$ cat src/rtl/ura_pkg.sv
// Package for the ultrasonic ranger: command and key codes, reset values and limits.
`default_nettype none
package ura_pkg;

  // Command codes
  localparam logic [2:0] CMD_TICK_10US = 3'd0;
  localparam logic [2:0] CMD_TICK_1MS  = 3'd1;
  localparam logic [2:0] CMD_ECHO      = 3'd2;
  localparam logic [2:0] CMD_KEY       = 3'd3;
  localparam logic [2:0] CMD_REFRESH   = 3'd4;

  // Key codes
  localparam logic [2:0] KEY_UP_1     = 3'd0;
  localparam logic [2:0] KEY_UP_10    = 3'd1;
  localparam logic [2:0] KEY_UP_100   = 3'd2;
  localparam logic [2:0] KEY_DOWN_1   = 3'd3;
  localparam logic [2:0] KEY_DOWN_10  = 3'd4;
  localparam logic [2:0] KEY_DOWN_100 = 3'd5;

  // Register indexes
  localparam logic REG_REARM   = 1'b0;
  localparam logic REG_TIMEOUT = 1'b1;

  localparam int unsigned ECHO_COUNT_MAX_DEF = 4095;

  localparam logic [6:0]  MS_MAX          = 7'd127;
  localparam logic [6:0]  REARM_RST       = 7'd60;
  localparam logic [6:0]  TIMEOUT_RST     = 7'd120;
  localparam logic [6:0]  MS_COUNT_RST    = 7'd60;
  localparam logic [11:0] THRESH_RST      = 12'd200;
  localparam logic [11:0] THRESH_TOP      = 12'd4000;
  localparam logic [11:0] THRESH_TOP_10   = 12'd3990;
  localparam logic [11:0] THRESH_TOP_100  = 12'd3900;
  localparam logic [11:0] STEP_1          = 12'd1;
  localparam logic [11:0] STEP_10         = 12'd10;
  localparam logic [11:0] STEP_100        = 12'd100;

  localparam logic [15:0] TIME_SAT = 16'd65535;
  localparam logic [12:0] DIST_SAT = 13'd8191;

  // floor(x/10) == (x * DIV10_MUL) >> DIV10_SHIFT for x below 2^22
  localparam int unsigned DIV10_SHIFT = 24;
  localparam logic [20:0] DIV10_MUL   = 21'd1677722;

endpackage
`default_nettype wire

$ cat src/rtl/ultrasonic_ranger_with_alarm_top.sv
// Ultrasonic echo-time ranging controller with distance alarm, top level.
`default_nettype none
// Usage
//   Requests arrive on the input channel (in_valid / in_stall) carrying command,
//   echo_level and key_code. Commands: 10 us tick, 1 ms tick, echo level sample,
//   key press on the alarm threshold, alarm refresh. Every request yields exactly
//   one result on the output channel (out_valid / out_stall): trigger pulse flag,
//   measurement-done flag, echo time in us, distance in mm, LED level, current
//   threshold and the waiting-for-echo flag.
//   A request is held in the input register, then all the work is done in one
//   pass into the result register, where the controller state is updated as well.
//   Throughput is one request per cycle, set by that single pass, while the result is not stalled.
//   A stalled result holds in the result register; the input register still takes
//   one more request, and in_stall rises only when both stages are full.
//   rst (synchronous) empties both stages and loads the reset state: delay 60 ms,
//   timeout 120 ms, ms counter 60, trigger armed, threshold 200 mm, LED on.
//   The two 7-bit registers (rearm delay at 0x0, echo timeout at 0x4) are written
//   over the APB-style port; only write them while no request is in flight.
//   Distance is 17*ticks/10 by reciprocal multiplication, saturated to 13 bits.
module ultrasonic_ranger_with_alarm_top #(
  parameter int unsigned ECHO_COUNT_MAX = ura_pkg::ECHO_COUNT_MAX_DEF
) (
  input  wire logic        clk,
  input  wire logic        rst,
  // APB-style register port
  input  wire logic        psel,
  input  wire logic        penable,
  input  wire logic        pwrite,
  input  wire logic [2:0]  paddr,
  input  wire logic [31:0] pwdata,
  output logic [31:0]      prdata,
  output logic             pready,
  // request channel
  input  wire logic        in_valid,
  output logic             in_stall,
  input  wire logic [2:0]  command,
  input  wire logic        echo_level,
  input  wire logic [2:0]  key_code,
  // result channel
  output logic             out_valid,
  input  wire logic        out_stall,
  output logic             trigger_pulse,
  output logic             measure_done,
  output logic [15:0]      echo_time_us,
  output logic [12:0]      distance_mm,
  output logic             alarm_led,
  output logic [11:0]      alarm_threshold_mm,
  output logic             waiting_echo
);

  localparam int unsigned TW = $clog2(ECHO_COUNT_MAX + 1);  // tick counter width
  localparam int unsigned PW = TW + 5;                      // 17*ticks width
  localparam int unsigned MW = PW + 21;                     // reciprocal product width
  localparam int unsigned QW = MW - ura_pkg::DIV10_SHIFT;   // quotient width
  localparam int unsigned EW = TW + 4;                      // 10*ticks width
  localparam logic [TW-1:0] TICK_MAX = TW'(ECHO_COUNT_MAX);

  // ---------------- configuration registers ----------------
  logic [6:0] rearm_delay_ms;
  logic [6:0] echo_timeout_ms;
  logic       cfg_wr;

  assign pready = 1'b1;
  assign cfg_wr = psel & penable & pwrite;

  always_ff @(posedge clk) begin
    if (rst) begin
      rearm_delay_ms  <= ura_pkg::REARM_RST;
      echo_timeout_ms <= ura_pkg::TIMEOUT_RST;
    end else if (cfg_wr) begin
      if (paddr[2] == ura_pkg::REG_REARM) rearm_delay_ms  <= pwdata[6:0];
      else                                echo_timeout_ms <= pwdata[6:0];
    end
  end

  always_comb begin
    if (paddr[2] == ura_pkg::REG_REARM) prdata = {25'd0, rearm_delay_ms};
    else                                prdata = {25'd0, echo_timeout_ms};
  end

  // ---------------- flow control ----------------
  logic       s1_valid;
  logic [2:0] s1_command;
  logic       s1_level;
  logic [2:0] s1_key;
  logic       take;   // request enters input register
  logic       adv;    // result register can load
  logic       load;   // input register moves to result register

  assign adv      = !out_valid || !out_stall;
  assign load     = s1_valid && adv;
  assign in_stall = s1_valid && !adv;
  assign take     = in_valid && !in_stall;

  always_ff @(posedge clk) begin
    if (rst) begin
      s1_valid <= 1'b0;
    end else if (take) begin
      s1_valid <= 1'b1;
    end else if (adv) begin
      s1_valid <= 1'b0;
    end
  end

  always_ff @(posedge clk) begin
    if (take) begin
      s1_command <= command;
      s1_level   <= echo_level;
      s1_key     <= key_code;
    end
  end

  always_ff @(posedge clk) begin
    if (rst) begin
      out_valid <= 1'b0;
    end else if (load) begin
      out_valid <= 1'b1;
    end else if (!out_stall) begin
      out_valid <= 1'b0;
    end
  end

  // ---------------- controller state ----------------
  logic [TW-1:0] echo_ticks, echo_ticks_next;
  logic [6:0]    ms_count, ms_count_next;
  logic          armed, armed_next;
  logic          in_pulse, in_pulse_next;
  logic [TW-1:0] last_echo_ticks, last_echo_ticks_next;
  logic [12:0]   distance_reg, distance_reg_next;
  logic [11:0]   threshold_reg, threshold_reg_next;
  logic          led_reg, led_reg_next;
  logic          trig, done;

  // distance = floor(17*ticks/10), via reciprocal multiply
  logic [PW-1:0] times17;
  logic [MW-1:0] recip_prod;
  logic [QW-1:0] quot;
  logic [12:0]   dist_sat;
  // echo time = 10*ticks
  logic [EW-1:0] times10;
  logic [15:0]   etime_sat;

  assign times17    = (PW'(echo_ticks) << 4) + PW'(echo_ticks);
  assign recip_prod = MW'(times17) * MW'(ura_pkg::DIV10_MUL);
  assign quot       = recip_prod[MW-1:ura_pkg::DIV10_SHIFT];
  assign dist_sat   = (32'(quot) > 32'(ura_pkg::DIST_SAT)) ? ura_pkg::DIST_SAT : 13'(quot);

  always_comb begin
    echo_ticks_next      = echo_ticks;
    ms_count_next        = ms_count;
    armed_next           = armed;
    in_pulse_next        = in_pulse;
    last_echo_ticks_next = last_echo_ticks;
    distance_reg_next    = distance_reg;
    threshold_reg_next   = threshold_reg;
    led_reg_next         = led_reg;
    trig                 = 1'b0;
    done                 = 1'b0;

    // tick counters, both saturating
    if (s1_command == ura_pkg::CMD_TICK_10US) begin
      if (echo_ticks < TICK_MAX) echo_ticks_next = echo_ticks + TW'(1);
    end else if (s1_command == ura_pkg::CMD_TICK_1MS) begin
      if (ms_count < ura_pkg::MS_MAX) ms_count_next = ms_count + 7'd1;
    end

    // trigger check runs on every request
    if ((armed && ms_count_next >= rearm_delay_ms) ||
        (!armed && ms_count_next >= echo_timeout_ms)) begin
      ms_count_next = 7'd0;
      armed_next    = 1'b0;
      trig          = 1'b1;
    end

    case (s1_command)
      ura_pkg::CMD_ECHO: begin
        if (s1_level && !in_pulse) begin
          echo_ticks_next = '0;
          in_pulse_next   = 1'b1;
        end else if (!s1_level && in_pulse) begin
          // echo_ticks is untouched by an echo request, so the current value is used
          last_echo_ticks_next = echo_ticks;
          distance_reg_next    = dist_sat;
          in_pulse_next        = 1'b0;
          armed_next           = 1'b1;
          ms_count_next        = 7'd0;
          done                 = 1'b1;
        end
      end
      ura_pkg::CMD_KEY: begin
        case (s1_key)
          ura_pkg::KEY_UP_1:
            if (threshold_reg < ura_pkg::THRESH_TOP)
              threshold_reg_next = threshold_reg + ura_pkg::STEP_1;
          ura_pkg::KEY_UP_10:
            if (threshold_reg < ura_pkg::THRESH_TOP_10)
              threshold_reg_next = threshold_reg + ura_pkg::STEP_10;
          ura_pkg::KEY_UP_100:
            if (threshold_reg < ura_pkg::THRESH_TOP_100)
              threshold_reg_next = threshold_reg + ura_pkg::STEP_100;
          ura_pkg::KEY_DOWN_1:
            if (threshold_reg >= ura_pkg::STEP_1)
              threshold_reg_next = threshold_reg - ura_pkg::STEP_1;
          ura_pkg::KEY_DOWN_10:
            if (threshold_reg >= ura_pkg::STEP_10)
              threshold_reg_next = threshold_reg - ura_pkg::STEP_10;
          ura_pkg::KEY_DOWN_100:
            if (threshold_reg >= ura_pkg::STEP_100)
              threshold_reg_next = threshold_reg - ura_pkg::STEP_100;
          default: ;
        endcase
      end
      ura_pkg::CMD_REFRESH: begin
        // LED blinks while the target is inside the threshold, steady on otherwise
        if (32'(distance_reg) < 32'(threshold_reg)) led_reg_next = !led_reg;
        else                                        led_reg_next = 1'b1;
      end
      default: ;
    endcase
  end

  assign times10   = (EW'(last_echo_ticks_next) << 3) + (EW'(last_echo_ticks_next) << 1);
  assign etime_sat = (32'(times10) > 32'(ura_pkg::TIME_SAT)) ? ura_pkg::TIME_SAT
                                                               : 16'(times10);

  always_ff @(posedge clk) begin
    if (rst) begin
      echo_ticks      <= '0;
      ms_count        <= ura_pkg::MS_COUNT_RST;
      armed           <= 1'b1;
      in_pulse        <= 1'b0;
      last_echo_ticks <= '0;
      distance_reg    <= '0;
      threshold_reg   <= ura_pkg::THRESH_RST;
      led_reg         <= 1'b1;
    end else if (load) begin
      echo_ticks      <= echo_ticks_next;
      ms_count        <= ms_count_next;
      armed           <= armed_next;
      in_pulse        <= in_pulse_next;
      last_echo_ticks <= last_echo_ticks_next;
      distance_reg    <= distance_reg_next;
      threshold_reg   <= threshold_reg_next;
      led_reg         <= led_reg_next;
    end
  end

  // ---------------- result register ----------------
  always_ff @(posedge clk) begin
    if (load) begin
      trigger_pulse      <= trig;
      measure_done       <= done;
      echo_time_us       <= etime_sat;
      distance_mm        <= distance_reg_next;
      alarm_led          <= led_reg_next;
      alarm_threshold_mm <= threshold_reg_next;
      waiting_echo       <= !armed_next;
    end
  end

endmodule
`default_nettype wire
$ cat config.mk
export PLATFORM = sky130hd
export DESIGN_NAME = ultrasonic_ranger_with_alarm_top
export DESIGN_NICKNAME = d
export VERILOG_FILES = /design/src/rtl/ura_pkg.sv /design/src/rtl/ultrasonic_ranger_with_alarm_top.sv
export SDC_FILE = /design/constraint.sdc
export NUM_CORES = 1
export LEC_CHECK = 0
export ABC_AREA = 1
export BUFFER_PORTS_ARGS = -buffer_cell sky130_fd_sc_hd__buf_2
export CAP_MARGIN = 0
export CELL_PAD_IN_SITES_DETAIL_PLACEMENT = 0
export CELL_PAD_IN_SITES_GLOBAL_PLACEMENT = 2
export CORE_MARGIN = 4
export CORE_UTILIZATION = 39
export CTS_BUF_LIST = sky130_fd_sc_hd__clkbuf_8
export DETAILED_ROUTE_END_ITERATION = 8
export GPL_ROUTABILITY_DRIVEN = 0
export PLACE_DENSITY_LB_ADDON = 0.1
export SETUP_SLACK_MARGIN = 0.1
export SYNTH_ARGS = -nofsm -noshare
export SYNTH_HDL_FRONTEND = slang
export SYNTH_SLANG_ARGS = --single-unit
$ cat constraint.sdc
create_clock -name clk -period 10.3 [get_ports clk]
set_input_delay 2.06 -clock clk [delete_from_list [all_inputs] [get_ports clk]]
set_output_delay 2.06 -clock clk [all_outputs]
set_load 0.02 [all_outputs]
# Word-level counts from Yosys, hierarchy flattened
# Cells that the tools add are included.
[totals] regBits=127 in_bits=49 out_inout_bits=80
[classes] add_sub_neg=10 mul=1 order_cmp=12 n_eq_ne=10 n_mux=41 bitwise=4 reduce_logical=26
[op_table] operator="$mux 12" count=14
[op_table] operator="$pmux 12 s6" count=1
[op_table] operator="$mux 7" count=8
[op_table] operator="$mux 13" count=4
[op_table] operator="$lt 12x12->1 const B" count=4
[op_table] operator="$mul 17x20->37 const B" count=1
[op_table] operator="$add 12x1->12 const B" count=2
[op_table] operator="$add 16x12->17" count=1
[op_table] operator="$add 15x13->16" count=1
[op_table] operator="$ge 7x7->1" count=2
[op_table] operator="$gt 14x13->1 const B" count=1
[op_table] operator="$mux 1" count=14
[op_table] operator="$lt 13x12->1" count=1
[op_table] operator="$add 12x4->12 const B" count=1
[op_table] operator="$add 12x7->12 const B" count=1
[op_table] operator="$eq 3x2->1 const B" count=4
[op_table] operator="$ge 12x1->1 const B" count=1
[op_table] operator="$ge 12x4->1 const B" count=1
[op_table] operator="$ge 12x7->1 const B" count=1
[op_table] operator="$sub 12x1->12 const B" count=1
[op_table] operator="$sub 12x4->12 const B" count=1
[op_table] operator="$sub 12x7->12 const B" count=1
[op_table] operator="$eq 3x3->1 const B" count=3
[op_table] operator="$logic_not 1->1" count=9
[op_table] operator="13 further kinds" count=26

# Depth between registers and ports, before layout
# Gate-level depths: netlist (run 1).
[logic_depth] word_depth=12 mapped_depth=40 depth_no_buf=40

# Worst setup path after synthesis (run 1)
# Ideal clock, no wire load.
[synth_path] kind="reg2reg" from="register echo_ticks[0]" to="register distance_mm[10], data pin" setup_ns=0.251 t_arrival_ns=6.007 t_required_ns=10.049 path_slack_ns=4.042 path_stages_with_launch=30 n_path_buf=1 path_cell_list="dfxtp_1 > ha_1 > fa_1 > nand2_1 > o21ai_1 > a21oi_1 > nor2_1 > nor2_1 > xnor2_1 > ha_1 > inv_1 > fa_1 > inv_1 > fa_1 > fa_1 > fa_1 > inv_1 > fa_1 > inv_1 > ha_1 > nand2_1 > nor2_1 > inv_1 > nor4_1 > nand2_1 > nand3_2 > buf_6 > nand4_1 > nand2_1 > inv_1"
[synth_between] elab_chain_len=7
[synth_rtl] element="start, declared" line="ultrasonic_ranger_with_alarm_top.sv:124" source="logic [TW-1:0] echo_ticks, echo_ticks_next;"
[synth_rtl] element="start signal, assigned" line="ultrasonic_ranger_with_alarm_top.sv:237" source="echo_ticks <= echo_ticks_next;"
[synth_rtl] element="$add 16x12->17 (*)" line="ultrasonic_ranger_with_alarm_top.sv:143" source="assign times17 = (PW'(echo_ticks) << 4) + PW'(echo_ticks);"
[synth_rtl] element="$mul 17x20->37 (*)" line="ultrasonic_ranger_with_alarm_top.sv:144" source="assign recip_prod = MW'(times17) * MW'(ura_pkg::DIV10_MUL);"
[synth_rtl] element="$gt 14x13->1" line="ultrasonic_ranger_with_alarm_top.sv:146" source="assign dist_sat = (32'(quot) > 32'(ura_pkg::DIST_SAT)) ? ura_pkg::DIST_SAT : 13'(quot);"
[synth_rtl] element="$mux 13 (*)" line="ultrasonic_ranger_with_alarm_top.sv:146"
[synth_rtl] element="$mux 13 (*)" line="ultrasonic_ranger_with_alarm_top.sv:180" source="end else if (!s1_level && in_pulse) begin"
[synth_rtl] element="$mux 13 (*)" line="ultrasonic_ranger_with_alarm_top.sv:177" source="if (s1_level && !in_pulse) begin"
[synth_rtl] element="$mux 13 (*)" line="ultrasonic_ranger_with_alarm_top.sv:175" source="case (s1_command)"
[synth_rtl] element="named net distance_reg_next[10]" line="ultrasonic_ranger_with_alarm_top.sv:129" source="logic [12:0] distance_reg, distance_reg_next;"
[synth_rtl] element="end signal, assigned" line="ultrasonic_ranger_with_alarm_top.sv:254" source="distance_mm <= distance_reg_next;"
[synth_rtl] element="end, declared" line="ultrasonic_ranger_with_alarm_top.sv:45" source="output logic [12:0] distance_mm,"
# Mark *: on every way through the listed nets, which the timed path passes. The rest lies on a longest branch.
# A chain may end at the register's enable or synchronous reset.

# Final worst setup path (run 1)
[layout_path] from="register echo_ticks[0]" to="register distance_mm[2], data pin"
# The elaborated chain is that of the path after synthesis.

==> results.json, run 1 <==
{
  "status": "complete, no violations",
  "critPathMaxStageDelay_ps": 570,
  "holdWs_ps": 496.1,
  "synthTopCellsByArea": "ha_1, fa_1, edfxtp_1",
  "cap_viol_max_count": 0,
  "dieArea_um2": 40090,
  "regArea_um2": 3033,
  "fill_cells": 3878,
  "clkPwrFrac_pct": 34.8,
  "synth_top_area_share_pct": 15.97,
  "grt_max_degree": 60,
  "numCtsBuffers": 17,
  "maxSlewViolCount": 0,
  "cts.clk_slew.worst_paths_ps": 100,
  "ir_drop_mv": 0.07745,
  "cp_slowest_cell": "fa_1",
  "largest_reg_flops": 15,
  "clkLatencyLatePin_ps": 470,
  "netSwitchingFraction_pct": 34.26,
  "cts_setup_buffers": 0,
  "drc": 0,
  "synth.most_common_cell": "nand2_1",
  "p_int_mw": 0.8570,
  "antenna_found_initial": 4,
  "grt_usage_pct": 20.56,
  "setup_violations": 0,
  "vias_per_cell": 4.978,
  "syn_inst": 1960,
  "die_y_um": 200.2,
  "h-tree-depth": 4,
  "r2r_setup_slack_ps": 3070,
  "area.growth.synth_to_final_pct": 7.458,
  "grt_pass1_vias": 12040,
  "postSynth.asyncResetShare_pct": 0,
  "power_density_nw_per_um2": 84.19,
  "grt_pass1_wl_um": 66470,
  "cts_tree": "built",
  "drt-total-wl_um": 41760,
  "min_period_ps": 7233,
  "worstSetupEndpoint": "distance_mm[2]",
  "synth-edff-count": 51,
  "finalSetupTns_ps": 0,
  "ys_seq_area_share_pct": 21.05,
  "cts_resized": 0,
  "multi_input_area_um2": 9588,
  "worstRegToRegCells": 30,
  "dr_total_vias": 12440,
  "hold_path.class": "reg -> reg",
  "cts.sinks": 126,
  "die_x_um": 200.2,
  "r2r_start": "echo_ticks[0]",
  "min_from": "echo_timeout_ms[1]",
  "final_layout_size_suffix_gt1_share_pct": 9.951,
  "antenna_left": 0,
  "syn_area_per_cell_um2": 7.353,
  "hold_buffers": 0,
  "port_buffers": 74,
  "rows": 70,
  "pwr-share-comb_pct": 20.9,
  "synthTopCellsByCount": "nand2_1, inv_1, ha_1, a21oi_1, nor2_1",
  "drt_iter0_drc": 692,
  "skew_ps": 23.10,
  "hold_viol": 0,
  "ys.flop_type": "dfxtp_1",
  "synth_warnings": 0,
  "rsz0062_at_grt": "false",
  "design.core.area_um2": 36520,
  "required_ps": 10490,
  "worst_setup_path_start_kind": "flip-flop",
  "p_seq_share_pct": 44.3,
  "p_leak_nw": 8.068,
  "wl_per_cell_um": 16.71,
  "arrival_ps": 7430,
  "period_share_pct": 70.23,
  "cpMostUsedCell": "nand2_1",
  "initial_utilization_pct": 39.46,
  "clock.fmax_mhz": 138.2,
  "power_switching_mw": 0.4467,
  "tightest_slew_ps": 1139,
  "reg2reg_to": "distance_mm[2]",
  "synth_area_um2": 14410,
  "gr-total-overflow": 0,
  "synth_top_cell_by_area": "ha_1",
  "dp_hpwl_um": 33470,
  "synth-seq-cells": 126,
  "clockBufferDepth": 2,
  "root_buffer": "clkbuf_8",
  "crit_fanout": 8,
  "critPathKind": "reg -> reg",
  "critPathCaptureType": "flip-flop",
  "relSlewSlack_pct": 23.97,
  "startpoint": "echo_ticks[0]",
  "dr.pass1.iters": 5,
  "ys_types": 62,
  "io_pins": 129,
  "nets": 2333
}
power groups by stage:
stage	clock network, mW	registers (mW)	logic (mW)
2_1_floorplan	0	0.591	0.200
3_3_place_gp	0	0.589	0.270
3_5_place_dp	0	0.589	0.271
4_1_cts	0.467	0.578	0.273
5_1_grt	0.484	0.581	0.308
6_report	0.454	0.577	0.272
cells in the final DEF (no fill, tap or decap), types with 27 or more instances in the layout:
cell	synthesis	routed
a21oi_1	143	143
buf_2	10	74
conb_1	2	27
dfxtp_1	75	75
edfxtp_1	51	51
fa_1	83	83
ha_1	184	184
inv_1	359	361
nand2_1	384	384
nand3_1	78	78
nand4_1	35	35
nor2_1	139	138
o21ai_0	105	105
o21ai_1	38	38
xor2_1	31	31
layer usage:
layer / global-route usage, % / wire length (um)
met1: 31.19 / 21600
met4: 3.442 / 379
met5: 0 / 41
met2: 31.44 / 17930
met3: 3.205 / 1810
metrics by stage:
| step | cell area (um2) | setup slack [ps] | power, mW | utilization (%) | std cells |
|---|---|---|---|---|---|
| 6_report | 15490 | 3067 | 1.304 | 42.40 | 2499 |
| 5_1_grt | 15480 | 2420 | 1.373 | 42.39 | 2498 |
| 4_1_cts | 15480 | 2995 | 1.318 | 42.39 | 2498 |
| 3_5_place_dp | 15090 | 3069 | 0.8595 | 41.32 | 2466 |
| 3_3_place_gp | 15090 | 3041 | 0.8584 | 41.32 | 2466 |
| 2_1_floorplan | 14510 | 4042 | 0.7907 | - | 1985 |
final cells by class:
class | count | share of cell area [%]
timing repair buffer | 80 | 2.682
tap | 468 | 3.781
sequential | 126 | 19.58
clock buffer | 18 | 1.600
antenna | 1 | 0.01616
inverter | 391 | 9.493
multi-input combinational | 1401 | 61.91
clock inverter | 14 | 0.9291
worst min path at each step:
stage          slack, ps  cells past startpoint                  to
6_report             500                      2  echo_timeout_ms[1]
5_1_grt              530                      2  echo_timeout_ms[1]
3_3_place_gp         470                      2             led_reg
3_5_place_dp         480                      2  echo_timeout_ms[2]
2_1_floorplan        450                      2  echo_timeout_ms[1]
4_1_cts              490                      2  echo_timeout_ms[2]
critical path, delay by kind of cell (launching register included):
family | cells | cell delay (ps)
AO/OA/AOI/OAI | 4 | 1020
XOR/XNOR | 1 | 380
adder cells (fa/ha/maj) | 8 | 3390
buffers and inverters | 5 | 290
flip-flops | 1 | 550
AND/OR/NAND/NOR | 12 | 1300
logic make-up after synthesis:
logic type | count (synthesis) | share of synthesized area [%]
other cells | 2 | 0.05211
fa+ha+maj | 267 | 27.50
compound gates | 336 | 12.76
simple gates | 731 | 23.02
xor+xnor | 40 | 2.483
flops | 126 | 21.05
buf+inv | 458 | 13.13
(Power assumes the default switching activity.)
==> inputs of run 2 (changes only) <==
--- a/config.mk
+++ b/config.mk
@@ -11,7 +11,7 @@
 export CELL_PAD_IN_SITES_DETAIL_PLACEMENT = 0
 export CELL_PAD_IN_SITES_GLOBAL_PLACEMENT = 2
 export CORE_MARGIN = 4
-export CORE_UTILIZATION = 39
+export CORE_UTILIZATION = 36
 export CTS_BUF_LIST = sky130_fd_sc_hd__clkbuf_8
 export DETAILED_ROUTE_END_ITERATION = 8
 export GPL_ROUTABILITY_DRIVEN = 0
==> constraint.sdc (replaced) <==
create_clock -name clk -period 6.85 [get_ports clk]
set_input_delay 1.37 -clock clk [delete_from_list [all_inputs] [get_ports clk]]
set_output_delay 1.37 -clock clk [all_outputs]
set_load 0.02 [all_outputs]
==> run 2 against run 1 <==
Net effect: maximum frequency is 12% higher; routed wire length increased by 2.2%; largest cell class unchanged; sequential power increased by 50%; global-route usage decreased by 1.0 points; utilization fell by 0.46 points.
==> results.json, run 2 (synthesis results as in run 1) <==
{
  "maxSlewViolCount": 0,
  "cap_viol_max_count": 0,
  "largest_reg_flops": 15,
  "critPathTopFamily": "adder cells",
  "hold_path.class": "reg -> reg",
  "cpMostUsedCell": "nand2_1",
  "required_ps": 7070,
  "rows": 73,
  "cts.clk_slew.worst_paths_ps": 90,
  "gr-total-overflow": 0,
  "min_from": "echo_timeout_ms[2]",
  "clkLatencyLatePin_ps": 470,
  "antenna_left": 0,
  "hold_path_end": "echo_timeout_ms[2]",
  "drt-total-wl_um": 42700,
  "relSlewSlack_pct": 32.06,
  "port_buffers": 74,
  "power_density_nw_per_um2": 116.0,
  "critPathCaptureType": "flip-flop",
  "reg2reg_to": "distance_mm[9]",
  "crit_buf_inv": 5,
  "cts_tree": "built",
  "hold_buffers": 0,
  "r2r_setup_slack_ps": 380,
  "dr.pass1.iters": 5,
  "p_leak_nw": 8.476,
  "critPathKind": "reg -> reg",
  "dp_cells": 2569,
  "io_pins": 129,
  "area.growth.synth_to_final_pct": 15.37,
  "min_period_ps": 6471,
  "dieArea_um2": 43300,
  "final_layout_size_suffix_gt1_share_pct": 18.16,
  "critPathMaxStageDelay_ps": 550,
  "preCtsSetupSlack_ps": -47.99,
  "ir_drop_mv": 0.1172,
  "cp_slowest_cell": "fa_2",
  "worst_setup_path_start_kind": "flip-flop",
  "status": "complete, no violations",
  "drc": 0,
  "period_share_pct": 94.46,
  "final_cells": 2613,
  "setup_ws_ps": 379.5,
  "h-tree-depth": 4,
  "rsz0062_at_grt": "true",
  "design.core.area_um2": 39640,
  "tightest_slew_ps": 1018,
  "p_total_mw": 1.929,
  "drt_iter0_drc": 583,
  "crit_fanout": 4,
  "grt_pass1_wl_um": 68190,
  "finalSetupTns_ps": 0,
  "wl_per_cell_um": 16.34,
  "arrival_ps": 6690,
  "clockBufferDepth": 2,
  "die_y_um": 208.1,
  "final_common_cell": "nand2_1",
  "skew_ps": 14.07,
  "mostFrequentLayoutCells": "nand2_1, inv_1, ha_1",
  "grt_max_degree": 74,
  "cts.sinks": 126,
  "antenna_found_initial": 2,
  "grt_pass1_vias": 12420,
  "clock.fmax_mhz": 154.5,
  "holdPathStages": 2,
  "root_buffer": "clkbuf_8",
  "hold_viol": 0,
  "die_x_um": 208.1,
  "dp_hpwl_um": 34210,
  "numCtsBuffers": 17,
  "initial_utilization_pct": 36.36,
  "r2r_start": "echo_ticks[4]",
  "setup_violations": 0,
  "dr_total_vias": 12740,
  "vias_per_cell": 4.877,
  "nets": 2390,
  "worstRegToRegCells": 31,
  "grt_usage_pct": 19.55
}
[run 2: cell count changes in the layout (fill, tap and decap cells not counted), moves of 9 or more]
cell | before | now
nor2_1 | 138 | 122
o21ai_0 | 105 | 95
buf_4 | 6 | 59
a21oi_2 | 2 | 20
a21oi_1 | 143 | 124
ha_1 | 184 | 166
ha_4 | 0 | 17
inv_1 | 361 | 347
nand2_1 | 384 | 358
nand2_4 | 2 | 11
inv_2 | 26 | 39
nand2_2 | 10 | 28
nor2_2 | 7 | 18
[run 2: metal layers]
layer,vias to the layer above,wire (um),global-route usage (%)
met5,-,11,0
met4,2,486,3.171
met1,5953,21320,28.58
met3,34,1760,3.920
met2,222,19120,30.54
li1,6532,-,-
[run 2: layout make-up]
type                            instances  area (um2)
Fill cell                            4185       23010
Multi-Input combinational cell       1403       10240
Timing Repair Buffer                  135       844.6
Sequential cell                       126        3043
Clock buffer                           17       234.0
Inverter                              391        1470
Tap cell                              525       656.9
Antenna cell                            1       2.502
Clock inverter                         15       136.4
[run 2: where the power goes]
part	total, mW	internal (mW)	switching, mW
logic	0.413	0.130	0.284
registers	0.868	0.828	0.0398
clock network	0.648	0.292	0.356
[run 2: per-stage QoR]
stage / hold slack (ps) / utilization [%] / cell area, um2
floorplan: 449.8 / - / 14510
global placement: 467.5 / 39.12 / 15510
detailed placement: 480.2 / 39.12 / 15510
CTS: 494.4 / 40.22 / 15940
global route: 505.2 / 41.94 / 16620
finish: 490.5 / 41.94 / 16630
[run 2: tightest hold or removal path: cells and delay by family (launching register included)]
kind / cells / cell delay (ps)
AOI/OAI and AO/OA: 1 / 60
buffers and inverters: 1 / 70
DFF: 1 / 320
[run 2: what timing repair did]
action	CTS	global route
setup endpoints to repair	26	26
setup buffers	0	9
gates resized for setup	18	139
pin swaps	2	60
gates cloned	1	1
[run 2: worst max-delay path by stage]
| stage | from | endpoint | slack, ps | cells past startpoint |
|---|---|---|---|---|
| after CTS | echo_ticks[4] | distance_mm[6] | 70 | 29 |
| final | echo_ticks[4] | distance_mm[9] | 380 | 31 |
| after floorplan | echo_ticks[0] | distance_mm[10] | 590 | 29 |
| after global routing | echo_ticks[4] | distance_mm[10] | 40 | 35 |
| after detailed placement | echo_ticks[4] | distance_mm[12] | -50 | 28 |
| after global placement | echo_ticks[4] | distance_mm[2] | -30 | 32 |
==> inputs of run 3 (changes only) <==
--- a/config.mk
+++ b/config.mk
@@ -5,13 +5,12 @@
 export SDC_FILE = /design/constraint.sdc
 export NUM_CORES = 1
 export LEC_CHECK = 0
-export ABC_AREA = 1
 export BUFFER_PORTS_ARGS = -buffer_cell sky130_fd_sc_hd__buf_2
 export CAP_MARGIN = 0
 export CELL_PAD_IN_SITES_DETAIL_PLACEMENT = 0
 export CELL_PAD_IN_SITES_GLOBAL_PLACEMENT = 2
 export CORE_MARGIN = 4
-export CORE_UTILIZATION = 36
+export CORE_UTILIZATION = 39
 export CTS_BUF_LIST = sky130_fd_sc_hd__clkbuf_8
 export DETAILED_ROUTE_END_ITERATION = 8
 export GPL_ROUTABILITY_DRIVEN = 0
==> run 3 against run 2 <==
Net effect: the run now ends with setup timing left; sequential power fell by 3.1%; largest power group unchanged; non-clock buffer count rose by 108; critical endpoint is now distance_reg[5]; cell area down 0.77%; critical path type unchanged.
==> results.json, run 3 <==
{
  "critPathMaxStageDelay_ps": 590,
  "design_area_um2": 16500,
  "syn_area_per_cell_um2": 8.721,
  "postSynth.asyncResetShare_pct": 0,
  "tightest_slew_ps": 1080,
  "cpMostUsedCell": "fa_2",
  "power_switching_mw": 0.5740,
  "relSlewSlack_pct": 27.71,
  "critPathKind": "reg -> reg",
  "synth-seq-cells": 126,
  "h-tree-depth": 4,
  "antenna_left": 0,
  "clockBufferDepth": 2,
  "drt_iter0_drc": 708,
  "preCtsSetupSlack_ps": -304.4,
  "nets": 2045,
  "cts_tree": "built",
  "numCtsBuffers": 17,
  "violations": "setup timing",
  "setup_ws_ps": -39.55,
  "grt_usage_pct": 20.45,
  "die_y_um": 192.8,
  "p_int_mw": 1.245,
  "hold_buffers": 0,
  "p_seq_share_pct": 46.2,
  "rsz0062_at_grt": "true",
  "gr-total-overflow": 0,
  "p_leak_nw": 7.752,
  "design.core.area_um2": 33620,
  "min_period_ps": 6890,
  "cts.clk_slew.worst_paths_ps": 90,
  "die_x_um": 192.8,
  "clkLatencyLatePin_ps": 470,
  "maxSlewViolCount": 0,
  "grt_pass1_wl_um": 60690,
  "root_buffer": "clkbuf_8",
  "synth_top_area_share_pct": 17.28,
  "synth_top_cell_by_area": "ha_1",
  "io_pins": 129,
  "arrival_ps": 7240,
  "grt_max_degree": 46,
  "critPathCaptureType": "flip-flop",
  "area.growth.synth_to_final_pct": 23.80,
  "ys_seq_area_share_pct": 22.76,
  "hold_path.class": "reg -> reg",
  "antenna_found_initial": 0,
  "holdWs_ps": 476.8,
  "dr_total_vias": 11510,
  "clkPwrFrac_pct": 37.6,
  "rows": 67,
  "cp_slowest_cell": "fa_2",
  "final_common_cell": "inv_1",
  "drc": 0,
  "largest_reg_flops": 15,
  "worst_setup_path_start_kind": "flip-flop",
  "required_ps": 7200,
  "setup_violations": 4,
  "ir_drop_mv": 0.1067,
  "netSwitchingFraction_pct": 31.56,
  "antenna-diode-count": 0,
  "vias_per_cell": 5.258,
  "dr.pass1.iters": 6,
  "syn_inst": 1528,
  "synth_area_um2": 13330,
  "cap_viol_max_count": 0,
  "synthTopCellsByCount": "inv_1, ha_1, nand2_1, nor2_1, a21oi_1",
  "dp_hpwl_um": 29150,
  "wl_per_cell_um": 17.19,
  "cts.sinks": 126,
  "period_share_pct": 100.6,
  "status": "finished with violations",
  "drt-total-wl_um": 37640,
  "ys_types": 81,
  "hold_viol": 0,
  "initial_utilization_pct": 39.64,
  "mostFrequentLayoutCells": "inv_1, ha_1, buf_4",
  "crit_fanout": 6,
  "synth_warnings": 0,
  "power_density_nw_per_um2": 110.3,
  "synth-edff-count": 51,
  "ys.flop_type": "dfxtp_1",
  "port_buffers": 74,
  "final_layout_size_suffix_gt1_share_pct": 25.14,
  "synth.most_common_cell": "inv_1",
  "skew_ps": 18.24,
  "pwr-share-comb_pct": 16.2,
  "final_util_pct": 49.08,
  "clock.fmax_mhz": 145.1,
  "placed_area_um2": 15070,
  "dieArea_um2": 37190,
  "synthTopCellsByArea": "ha_1, fa_1, edfxtp_1",
  "grt_pass1_vias": 11430
}
## run 3: power by group through the flow
| stage | logic (mW) | registers, mW | clock network, mW |
|---|---|---|---|
| 2_1_floorplan | 0.205 | 0.863 | 0 |
| 3_3_place_gp | 0.286 | 0.858 | 0 |
| 3_5_place_dp | 0.287 | 0.858 | 0 |
| 4_1_cts | 0.294 | 0.841 | 0.697 |
| 5_1_grt | 0.329 | 0.846 | 0.731 |
| 6_report | 0.295 | 0.841 | 0.683 |
## run 3: worst paths after layout
kind	startpoint	end	slack, ps	cells after the start
min	echo_timeout_ms[1]	echo_timeout_ms[1]	480	2
max	echo_ticks[4]	distance_reg[5]	-40	28
max reg2reg	echo_ticks[4]	distance_reg[5]	-40	28
min reg2reg	echo_timeout_ms[1]	echo_timeout_ms[1]	480	2
## run 3: area by class of cell
type,instances,area (um2)
clock inverter,15,160.2
multi-input combinational,1131,10030
timing repair buffer,243,1678
sequential,126,3044
clock buffer,17,234.0
tap,448,560.5
fill,3220,17120
inverter,210,789.5
## run 3: metal layers
metal	vias up	part of all wire [%]	global-route usage, %
met5	-	0	0
met2	236	46	32.92
met1	5533	49	29.48
met3	28	3.8	3.075
met4	0	1.2	3.648
li1	5717	-	-
## run 3: logic make-up after synthesis
logic type | count (synthesis) | synth area share (%)
fa+ha+maj | 267 | 29.75
buf+inv | 296 | 9.343
other cells | 2 | 0.05636
xor+xnor | 54 | 3.653
flops | 126 | 22.76
mux | 16 | 1.221
compound gates | 354 | 18.12
simple gates | 413 | 15.10
## run 3: worst max-delay path, delay by kind of cell (launching register included)
family          cells  cell delay, ps
compound gates      9            1640
xor+xnor            1             180
fa+ha+maj           9            3480
buf+inv             5             550
flops               1             380
mux                 1             260
simple gates        3             260
## run 3: repair_timing
action	in CTS	in global routing
pin swaps	95	54
gates resized for setup	117	47
cloned	0	0
setup endpoints to repair	26	26
setup buffers	22	5
## run 3: metrics by stage
stage	cells	setup TNS (ps)	total power [mW]
after floorplan	1553	0	1.067
final	2190	-93.01	1.819
after global placement	2133	-4963	1.144
after CTS	2186	-887.5	1.833
after global routing	2190	-4267	1.905
after detailed placement	2133	-5139	1.145
